`src/hw/rtl/eqst_pkg.sv`:
```
// Shared constants, command codes and controller/datapath interface types.
package eqst_pkg;

    localparam int QUEUE_DEPTH = 8;
    localparam int TIMER_SLOTS = 8;

    localparam int QW = $clog2(QUEUE_DEPTH);
    localparam int CW = $clog2(QUEUE_DEPTH + 1);
    localparam int SW = (TIMER_SLOTS > 1) ? $clog2(TIMER_SLOTS) : 1;

    localparam int CMD_W      = 3;
    localparam int EV_W       = 8;
    localparam int DUR_W      = 16;
    localparam int ID_W       = 8;
    localparam int STEP_W     = 16;
    localparam int IN_DATA_W  = 32;
    localparam int OUT_DATA_W = 24;

    localparam logic [CMD_W-1:0] CMD_PUSH    = 3'd0;
    localparam logic [CMD_W-1:0] CMD_POP     = 3'd1;
    localparam logic [CMD_W-1:0] CMD_SCHED   = 3'd2;
    localparam logic [CMD_W-1:0] CMD_UNSCHED = 3'd3;
    localparam logic [CMD_W-1:0] CMD_TICK    = 3'd4;

    localparam logic [ID_W-1:0] ID_WRAP  = 8'd255;
    localparam logic [ID_W-1:0] ID_FIRST = 8'd1;

    localparam logic [STEP_W-1:0] STEP_RESET = 16'd1;

    typedef struct packed {
        logic latch;
        logic exec;
        logic step;
        logic publish;
    } t_dp_ctl;

    typedef struct packed {
        logic need_scan;
        logic scan_end;
        logic out_free;
    } t_dp_sts;

endpackage

```
`src/hw/rtl/eqst_ctrl.sv`:
```
// Controller state machine that sequences one item through the datapath.
module eqst_ctrl (
    input  logic              i_clk,
    input  logic              i_rst_n,
    input  logic              i_in_valid,
    output logic              o_in_ready,
    input  eqst_pkg::t_dp_sts i_sts,
    output eqst_pkg::t_dp_ctl o_ctl
);

    localparam logic [1:0] S_IDLE = 2'd0;
    localparam logic [1:0] S_RUN  = 2'd1;
    localparam logic [1:0] S_SCAN = 2'd2;
    localparam logic [1:0] S_DONE = 2'd3;

    logic [1:0] r_state;
    logic [1:0] n_state;

    always_comb begin
        n_state       = r_state;
        o_ctl         = '0;
        o_in_ready    = 1'b0;
        unique case (r_state)
            S_IDLE: begin
                o_in_ready = 1'b1;
                if (i_in_valid) begin
                    o_ctl.latch = 1'b1;
                    n_state     = S_RUN;
                end
            end
            S_RUN: begin
                o_ctl.exec = 1'b1;
                n_state    = i_sts.need_scan ? S_SCAN : S_DONE;
            end
            S_SCAN: begin
                o_ctl.step = 1'b1;
                if (i_sts.scan_end) begin
                    n_state = S_DONE;
                end
            end
            S_DONE: begin
                if (i_sts.out_free) begin
                    o_ctl.publish = 1'b1;
                    n_state       = S_IDLE;
                end
            end
            default: begin
                n_state = S_IDLE;
            end
        endcase
    end

    always_ff @(posedge i_clk) begin
        if (!i_rst_n) begin
            r_state <= S_IDLE;
        end else begin
            r_state <= n_state;
        end
    end

endmodule

```
`src/hw/rtl/eqst_dp.sv`:
```
// Datapath with the event FIFO, the timer table, the id counter and the output register.
module eqst_dp (
    input  logic                                i_clk,
    input  logic                                i_rst_n,
    input  logic                                i_cfg_valid,
    input  logic [eqst_pkg::STEP_W-1:0]         i_cfg_data,
    input  logic [eqst_pkg::CMD_W-1:0]          i_cmd,
    input  logic [eqst_pkg::EV_W-1:0]           i_event_code,
    input  logic [eqst_pkg::DUR_W-1:0]          i_duration,
    input  logic [eqst_pkg::ID_W-1:0]           i_timer_id,
    input  eqst_pkg::t_dp_ctl                   i_ctl,
    output eqst_pkg::t_dp_sts                   o_sts,
    output logic                                o_out_valid,
    input  logic                                i_out_ready,
    output logic [eqst_pkg::OUT_DATA_W-1:0]     o_out_data
);

    logic [eqst_pkg::CMD_W-1:0]  r_cmd;
    logic [eqst_pkg::EV_W-1:0]   r_ev;
    logic [eqst_pkg::DUR_W-1:0]  r_dur;
    logic [eqst_pkg::ID_W-1:0]   r_tid;
    logic [eqst_pkg::STEP_W-1:0] r_step;

    logic [eqst_pkg::EV_W-1:0]   r_fifo [eqst_pkg::QUEUE_DEPTH];
    logic [eqst_pkg::QW-1:0]     r_head;
    logic [eqst_pkg::QW-1:0]     r_tail;
    logic [eqst_pkg::CW-1:0]     r_count;

    logic [eqst_pkg::TIMER_SLOTS-1:0] r_act;
    logic [eqst_pkg::DUR_W-1:0]  r_rem   [eqst_pkg::TIMER_SLOTS];
    logic [eqst_pkg::EV_W-1:0]   r_tev   [eqst_pkg::TIMER_SLOTS];
    logic [eqst_pkg::ID_W-1:0]   r_ident [eqst_pkg::TIMER_SLOTS];
    logic [eqst_pkg::ID_W-1:0]   r_id_ctr;
    logic [eqst_pkg::SW-1:0]     r_slot;

    logic [eqst_pkg::EV_W-1:0]   r_res_ev;
    logic [eqst_pkg::ID_W-1:0]   r_res_id;
    logic                        r_res_done;
    logic                        r_out_valid;
    logic [eqst_pkg::OUT_DATA_W-1:0] r_out_data;

    logic                        fifo_room;
    logic                        fifo_empty;
    logic                        slot_act;
    logic [eqst_pkg::ID_W-1:0]   next_id;
    logic                        sched_hit;
    logic                        unsch_hit;
    logic                        expire;
    logic                        push_run;
    logic                        push_tick;
    logic                        fifo_wr;
    logic [eqst_pkg::EV_W-1:0]   fifo_wdata;
    logic                        pop;
    logic                        slot_last;

    assign fifo_room  = r_count < eqst_pkg::CW'(eqst_pkg::QUEUE_DEPTH);
    assign fifo_empty = r_count == '0;
    assign slot_act   = r_act[r_slot];
    assign slot_last  = r_slot == eqst_pkg::SW'(eqst_pkg::TIMER_SLOTS - 1);
    assign next_id    = (r_id_ctr == eqst_pkg::ID_WRAP - 8'd1) ? eqst_pkg::ID_FIRST
                                                                 : r_id_ctr + 8'd1;

    assign sched_hit = (r_cmd == eqst_pkg::CMD_SCHED) && !slot_act;
    assign unsch_hit = (r_cmd == eqst_pkg::CMD_UNSCHED) && slot_act && (r_tid != '0)
                       && (r_ident[r_slot] == r_tid);
    assign expire    = (r_cmd == eqst_pkg::CMD_TICK) && slot_act && (r_rem[r_slot] <= r_step);

    assign push_run   = i_ctl.exec && (r_cmd == eqst_pkg::CMD_PUSH) && (r_ev != '0) && fifo_room;
    assign push_tick  = i_ctl.step && expire && (r_tev[r_slot] != '0) && fifo_room;
    assign fifo_wr    = push_run || push_tick;
    assign fifo_wdata = push_run ? r_ev : r_tev[r_slot];
    assign pop        = i_ctl.exec && (r_cmd == eqst_pkg::CMD_POP) && !fifo_empty;

    assign o_sts.need_scan = (r_cmd == eqst_pkg::CMD_SCHED) || (r_cmd == eqst_pkg::CMD_UNSCHED)
                             || (r_cmd == eqst_pkg::CMD_TICK);
    assign o_sts.scan_end  = sched_hit || unsch_hit || slot_last;
    assign o_sts.out_free  = !r_out_valid || i_out_ready;

    assign o_out_valid = r_out_valid;
    assign o_out_data  = r_out_data;

    always_ff @(posedge i_clk) begin
        if (fifo_wr) begin
            r_fifo[r_tail] <= fifo_wdata;
        end
    end

    always_ff @(posedge i_clk) begin
        if (!i_rst_n) begin
            r_step      <= eqst_pkg::STEP_RESET;
            r_head      <= '0;
            r_tail      <= '0;
            r_count     <= '0;
            r_act       <= '0;
            r_id_ctr    <= '0;
            r_out_valid <= 1'b0;
        end else begin
            if (i_cfg_valid) begin
                r_step <= i_cfg_data;
            end
            if (fifo_wr) begin
                r_tail  <= (r_tail == eqst_pkg::QW'(eqst_pkg::QUEUE_DEPTH - 1)) ? '0
                                                                                 : r_tail + 1'b1;
                r_count <= r_count + 1'b1;
            end else if (pop) begin
                r_head  <= (r_head == eqst_pkg::QW'(eqst_pkg::QUEUE_DEPTH - 1)) ? '0
                                                                                 : r_head + 1'b1;
                r_count <= r_count - 1'b1;
            end
            if (i_ctl.step) begin
                if (sched_hit) begin
                    r_act[r_slot] <= 1'b1;
                    r_id_ctr      <= next_id;
                end else if (unsch_hit || expire) begin
                    r_act[r_slot] <= 1'b0;
                end
            end
            if (i_ctl.publish) begin
                r_out_valid <= 1'b1;
            end else if (i_out_ready) begin
                r_out_valid <= 1'b0;
            end
        end
    end

    always_ff @(posedge i_clk) begin
        if (i_ctl.latch) begin
            r_cmd      <= i_cmd;
            r_ev       <= i_event_code;
            r_dur      <= i_duration;
            r_tid      <= i_timer_id;
            r_slot     <= '0;
            r_res_ev   <= '0;
            r_res_id   <= '0;
            r_res_done <= 1'b0;
        end
        if (i_ctl.exec) begin
            if (push_run) begin
                r_res_done <= 1'b1;
            end
            if (pop) begin
                r_res_ev <= r_fifo[r_head];
            end
        end
        if (i_ctl.step) begin
            if (!o_sts.scan_end) begin
                r_slot <= r_slot + 1'b1;
            end
            if (sched_hit) begin
                r_rem[r_slot]   <= r_dur;
                r_tev[r_slot]   <= r_ev;
                r_ident[r_slot] <= next_id;
                r_res_id        <= next_id;
                r_res_done      <= 1'b1;
            end else if (unsch_hit) begin
                r_res_done <= 1'b1;
            end else if ((r_cmd == eqst_pkg::CMD_TICK) && slot_act && !expire) begin
                r_rem[r_slot] <= r_rem[r_slot] - r_step;
            end
        end
        if (i_ctl.publish) begin
            r_out_data <= {7'd0, r_res_done, r_res_id, r_res_ev};
        end
    end

`ifndef ASSERT_OFF
    a_count_bound: assert property (@(posedge i_clk) disable iff (!i_rst_n)
        r_count <= eqst_pkg::CW'(eqst_pkg::QUEUE_DEPTH))
        else $error("FIFO count exceeds its depth.");

    a_id_range: assert property (@(posedge i_clk) disable iff (!i_rst_n)
        r_id_ctr != eqst_pkg::ID_WRAP)
        else $error("Id counter reached the wrap value.");

    a_active_ident: assert property (@(posedge i_clk) disable iff (!i_rst_n)
        slot_act |-> (r_ident[r_slot] != '0))
        else $error("An active timer slot holds id zero.");

    a_wr_pop_excl: assert property (@(posedge i_clk) disable iff (!i_rst_n)
        !(fifo_wr && pop))
        else $error("FIFO written and popped in the same cycle.");

    a_publish_free: assert property (@(posedge i_clk) disable iff (!i_rst_n)
        i_ctl.publish |=> r_out_valid)
        else $error("Published item did not reach the output register.");
`endif

endmodule

```
`src/hw/rtl/event_queue_with_software_timers.sv`:
```
// Top level of the event queue with software timers.
// An item is accepted at s_axis and gives exactly one result item at m_axis. Push, pop and
// unknown commands pass through the RUN state and then load the result register in DONE once
// the output register is free. Schedule, unschedule and tick walk the timer table one slot per
// cycle in the SCAN state, up to TIMER_SLOTS slots, between RUN and DONE. The walk of the timer
// table sets the rate. One item is worked on at a time, and a new item is accepted while the
// previous result still waits in the output register. The tick step register resets to 1 and
// is written through the cfg channel, which is always ready.
module event_queue_with_software_timers (
    input  logic                                i_clk,
    input  logic                                i_rst_n,
    input  logic                                s_axis_tvalid,
    output logic                                s_axis_tready,
    // event_code [7:0], duration [23:8], timer_id [31:24]
    input  logic [eqst_pkg::IN_DATA_W-1:0]      s_axis_tdata,
    // cmd [2:0]
    input  logic [eqst_pkg::CMD_W-1:0]          s_axis_tuser,
    output logic                                m_axis_tvalid,
    input  logic                                m_axis_tready,
    // event_out [7:0], timer_id_out [15:8], done_res [16], zero padding [23:17]
    output logic [eqst_pkg::OUT_DATA_W-1:0]     m_axis_tdata,
    input  logic                                i_cfg_valid,
    output logic                                o_cfg_ready,
    input  logic [eqst_pkg::STEP_W-1:0]         i_cfg_data
);

    eqst_pkg::t_dp_ctl ctl;
    eqst_pkg::t_dp_sts sts;
    logic              cfg_wr;

    assign o_cfg_ready = 1'b1;
    assign cfg_wr      = i_cfg_valid && o_cfg_ready;

    eqst_ctrl u_ctrl (
        .i_clk      (i_clk),
        .i_rst_n    (i_rst_n),
        .i_in_valid (s_axis_tvalid),
        .o_in_ready (s_axis_tready),
        .i_sts      (sts),
        .o_ctl      (ctl)
    );

    eqst_dp u_dp (
        .i_clk        (i_clk),
        .i_rst_n      (i_rst_n),
        .i_cfg_valid  (cfg_wr),
        .i_cfg_data   (i_cfg_data),
        .i_cmd        (s_axis_tuser),
        .i_event_code (s_axis_tdata[7:0]),
        .i_duration   (s_axis_tdata[23:8]),
        .i_timer_id   (s_axis_tdata[31:24]),
        .i_ctl        (ctl),
        .o_sts        (sts),
        .o_out_valid  (m_axis_tvalid),
        .i_out_ready  (m_axis_tready),
        .o_out_data   (m_axis_tdata)
    );

endmodule
```
`config.mk`:
```
export PLATFORM = sky130hd
export DESIGN_NAME = event_queue_with_software_timers
export DESIGN_NICKNAME = d
export VERILOG_FILES = /design/src/hw/rtl/eqst_pkg.sv /design/src/hw/rtl/eqst_ctrl.sv /design/src/hw/rtl/eqst_dp.sv /design/src/hw/rtl/event_queue_with_software_timers.sv
export SDC_FILE = /design/constraint.sdc
export NUM_CORES = 1
export LEC_CHECK = 0
export ABC_AREA = 1
export BUFFER_PORTS_ARGS = -buffer_cell sky130_fd_sc_hd__buf_4
export CAP_MARGIN = 20
export CORE_MARGIN = 1.5
export CORE_UTILIZATION = 60
export CTS_CLUSTER_SIZE = 28
export DETAILED_ROUTE_END_ITERATION = 12
export MAX_ROUTING_LAYER = met4
export PLACE_DENSITY = 0.78
export SYNTH_ARGS = -nofsm -noshare
export SYNTH_HDL_FRONTEND = slang
export SYNTH_SLANG_ARGS = --single-unit
```
`constraint.sdc`:
```
create_clock -name i_clk -period 12.9 [get_ports i_clk]
set_clock_uncertainty 0.1 [all_clocks]
set_input_delay 0.645 -clock i_clk [delete_from_list [all_inputs] [get_ports i_clk]]
set_output_delay 0.645 -clock i_clk [all_outputs]
set_load 0.02 [all_outputs]
```
==> impl_metrics.yaml <==
run_status:
  outcome: "finished, final reports clean"
hold_path:
  min-delay-start: "s_axis_tdata[12]"
  holdPathEnd: "u_dp.r_dur[4]$_DFFE_PP_"
  holdPathStages: 1
  hp-class: "in -> reg"
pwr:
  static-leakage-power_uw: 0.007775
  max-vdd-ir-drop_mv: 0.1391
  p_per_area_mw_per_mm2: 182.5
critical_path:
  critPathKind: "reg -> reg"
  worst_r2r_end: "u_dp.r_rem[1][3]$_DFFE_PP_"
  critical_path.endpoint_type: "flip-flop"
  timing.rr.start: "u_dp.r_slot[0]$_DFF_P_"
  timing.critical_path.required_ps: 13040
  worst-r2r-cell-count: 21
  largest_fanout_on_the_critical_path: 72
  worstSetupStartpointType: "flip-flop"
  r2r_slack_ps: 6900
  worst_ep_arrival_time_ps: 6140
global_routing:
  grt_start_max_net_pins: 73
  grt_remaining_overflow: 0
  gr-usage-all-layers: 0.2768
  antenna_found_initial: 0
  grt_first_pass_wirelength_mm: 64.48
  grt_pass1_vias: 11910
sta:
  min_period_over_period: 0.4654
  grt_setup_unrepaired: "false"
  setup_viol: 0
  final_max_slew_viol_count: 0
  whs_ps: 175.8
  worst_pin_slew_ps: 1081
  setup_total_neg_slack_ps: 0
  max-slew-margin-rel: 0.2716
  max_clock_freq_ghz: 0.1666
  final_critical_path_time_including_i_o_delays_and_setup_ps: 6004
  final-hold-violation-count: 0
synthesis:
  synth_enable_flop_cells: 372
  synth_top_area_share: 0.6094
  synthesis.area_sq_mm: 0.01833
  sequential_element_share_of_the_synthesized_area: 0.6836
  yosysUniqueCellTypes: 50
  yosys-top-cells-area: "edfxtp_1 (61%), nand2_1 (7.7%), dfxtp_1 (7.4%)"
  avgSynthCellArea_sq_um: 11.41
  netlist_instances: 1606
  post_synth_most_frequent_cells: "nand2_1 (376), edfxtp_1 (372), nor2_1 (171), inv_1 (116), o21ai_0 (76)"
  postSynth.asyncResetShare: 0
  synth_flop_cell: "edfxtp_1"
  yosysMostFrequentCell: "nand2_1"
  ys_warn_count: 0
  library_cell_with_the_largest_summed_area_after_synthesis: "edfxtp_1"
  ys_seq_elements: 440
floorplan:
  core_area_sq_mm: 0.02987
  die_y_microns: 177.8
  num_rows: 63
  die_w_microns: 177.8
  floorplan.io_pins: 83
  floorplan.initialDensity: 0.6136
  die_area_sq_mm: 0.03161
clock_network:
  clk_latency_ps: 540
  clkTransAtPathRegs_ps: 60
  clock_tree.root_cell: "clkbuf_16"
  postCtsSetupBuffers: 0
  h-tree-depth: 2
  holdBufCountCts: 0
  number_of_buffers_created_by_cts: 43
  cts_repair_resize_count: 0
  maximum_count_of_clock_buffers_along_a_single_path: 3
  cts_tree: "built"
  tritoncts_num_sinks: 440
drt:
  antenna_violating_nets_post_route: 0
  avgViaCountPerCell: 5.804
  route.detailed.wl_per_inst_microns: 19.55
  detail_route.iter0.violations: 1283
  finalWirelength_mm: 41.46
  drt_first_pass_iters: 7
  dr_total_vias: 12310
  drt_drc_violations_left: 0
finish:
  nets: 1786
  antennaDiodeCount: 0
  area_growth_from_synthesis_to_layout_pct: 12.44
  layout_cell_share_with_drive_strength_beyond_1: 0.1213
  layout.cells.non_filler: 2121
placed_design:
  io_buffers: 74
  gp_routability_congestion: 0.9503
  place_inst: 2038
  placed_wire_length_estimate_mm: 26.71
job:
  drv.max_cap_violation_count: 0
[worst max path at each step]
stage                                 startpoint                     endpoint  slack [ps]  cells past startpoint
final                     u_dp.r_slot[0]$_DFF_P_   u_dp.r_rem[1][3]$_DFFE_PP_        6900                     21
after detailed placement  u_dp.r_slot[0]$_DFF_P_   u_dp.r_rem[1][3]$_DFFE_PP_        6950                     21
after global placement    u_dp.r_slot[0]$_DFF_P_  u_dp.r_rem[1][14]$_DFFE_PP_        7110                     21
after floorplan           u_dp.r_slot[2]$_DFF_P_   u_dp.r_rem[0][0]$_DFFE_PP_        8540                     21
after CTS                 u_dp.r_slot[0]$_DFF_P_   u_dp.r_rem[1][3]$_DFFE_PP_        6910                     23
after global routing      u_dp.r_slot[0]$_DFF_P_   u_dp.r_rem[1][4]$_DFFE_PP_        6500                     21
[critical path, stage by stage (launching register included)]
cell and delay, ps:
dfxtp_2 310, buf_4 330, inv_2 810, nand2_2 170, inv_2 440, a221oi_1 180
nand3_1 120, inv_1 50, ha_1 220, fa_1 430, nand3b_1 170, nand2_1 130
nand2_1 60, nand2_1 140, nand2_1 70, nand3_1 140, nand2_1 130, nor2_2 120
buf_4 320, nor2_1 200, nor2_1 660, buf_4 330
[routing by layer]
| layer | wire length (microns) | track usage | part of all wire | vias to the layer above |
|---|---|---|---|---|
| met5 | 0 | - | 0 | - |
| met4 | 1271 | 0.09069 | 0.031 | 0 |
| met3 | 3294 | 0.03856 | 0.079 | 107 |
| met2 | 19990 | 0.4495 | 0.48 | 603 |
| met1 | 16900 | 0.3628 | 0.41 | 5828 |
| li1 | - | - | - | 5772 |
[through the flow]
stage | setup slack, ps | util | instance area, sq um | power, uW
global placement | 7108 | 0.6448 | 19260 | 2565
finish | 6896 | 0.6900 | 20610 | 3761
CTS | 6914 | 0.6888 | 20580 | 3752
detailed placement | 6948 | 0.6448 | 19260 | 2593
global route | 6497 | 0.6900 | 20610 | 3925
floorplan | 8539 | - | 18350 | 2343
[logic make-up (layout without fill, tap and decap cells)]
kind of cell,after synthesis,in the layout,synth area share
simple gates,673,673,0.1562
flops,440,440,0.6836
compound gates,246,246,0.08238
buf+inv,195,314,0.04614
fa+ha+maj,32,32,0.02266
xor+xnor,18,18,0.008601
other cells,2,8,0.0004097
[cell usage in the layout, fill, tap and decap left out, types with 5 or more instances in the layout]
cell,instances
nor3_1,8
o21ai_0,76
a21oi_1,69
xnor2_1,9
nor2_1,170
nand3_4,5
a22oi_1,18
xor2_1,9
o21ai_1,12
nand3_1,50
nand2_2,7
a221oi_1,18
conb_1,8
a31oi_1,5
edfxtp_1,372
clkinv_2,8
nand2_1,376
o32ai_1,16
inv_1,115
ha_1,30
a22o_1,13
clkbuf_1,8
clkbuf_16,45
nand4_1,32
dfxtp_1,67
clkinv_1,14
inv_2,8
nor2_2,7
buf_4,104
[where the power goes]
part	total, uW	switching [uW]	leakage [uW]	internal (uW)
clock network	1170	507	0.000647	666
registers	1730	50.0	0.00393	1680
logic	860	591	0.00319	269
[layout make-up]
cell class                 instances  area (sq um)
multi-input combinational        977          4979
clock buffer                      55          1184
tap                              390         488.0
inverter                         127         481.7
sequential                       440         12530
fill                            2085          9263
timing repair buffer             109         815.8
clock inverter                    23         131.4
[flip-flops by register name, indices dropped and copies added, names as in the netlist, 3 cells and up, named ones only]
signal	cells
u_dp.r_tail	3
u_dp.r_fifo	64
u_dp.r_rem	128
u_dp.r_slot	3
u_dp.o_out_data	17
u_dp.r_id_ctr	8
u_dp.r_head	3
u_dp.r_cmd	3
u_dp.r_res_ev	8
u_dp.r_res_id	8
u_dp.r_tid	8
u_dp.r_step	16
u_dp.r_ev	8
u_dp.r_ident	64
u_dp.r_dur	16
u_dp.r_tev	64
u_dp.r_count	4
No activity file was read; power rests on OpenSTA's default activity.
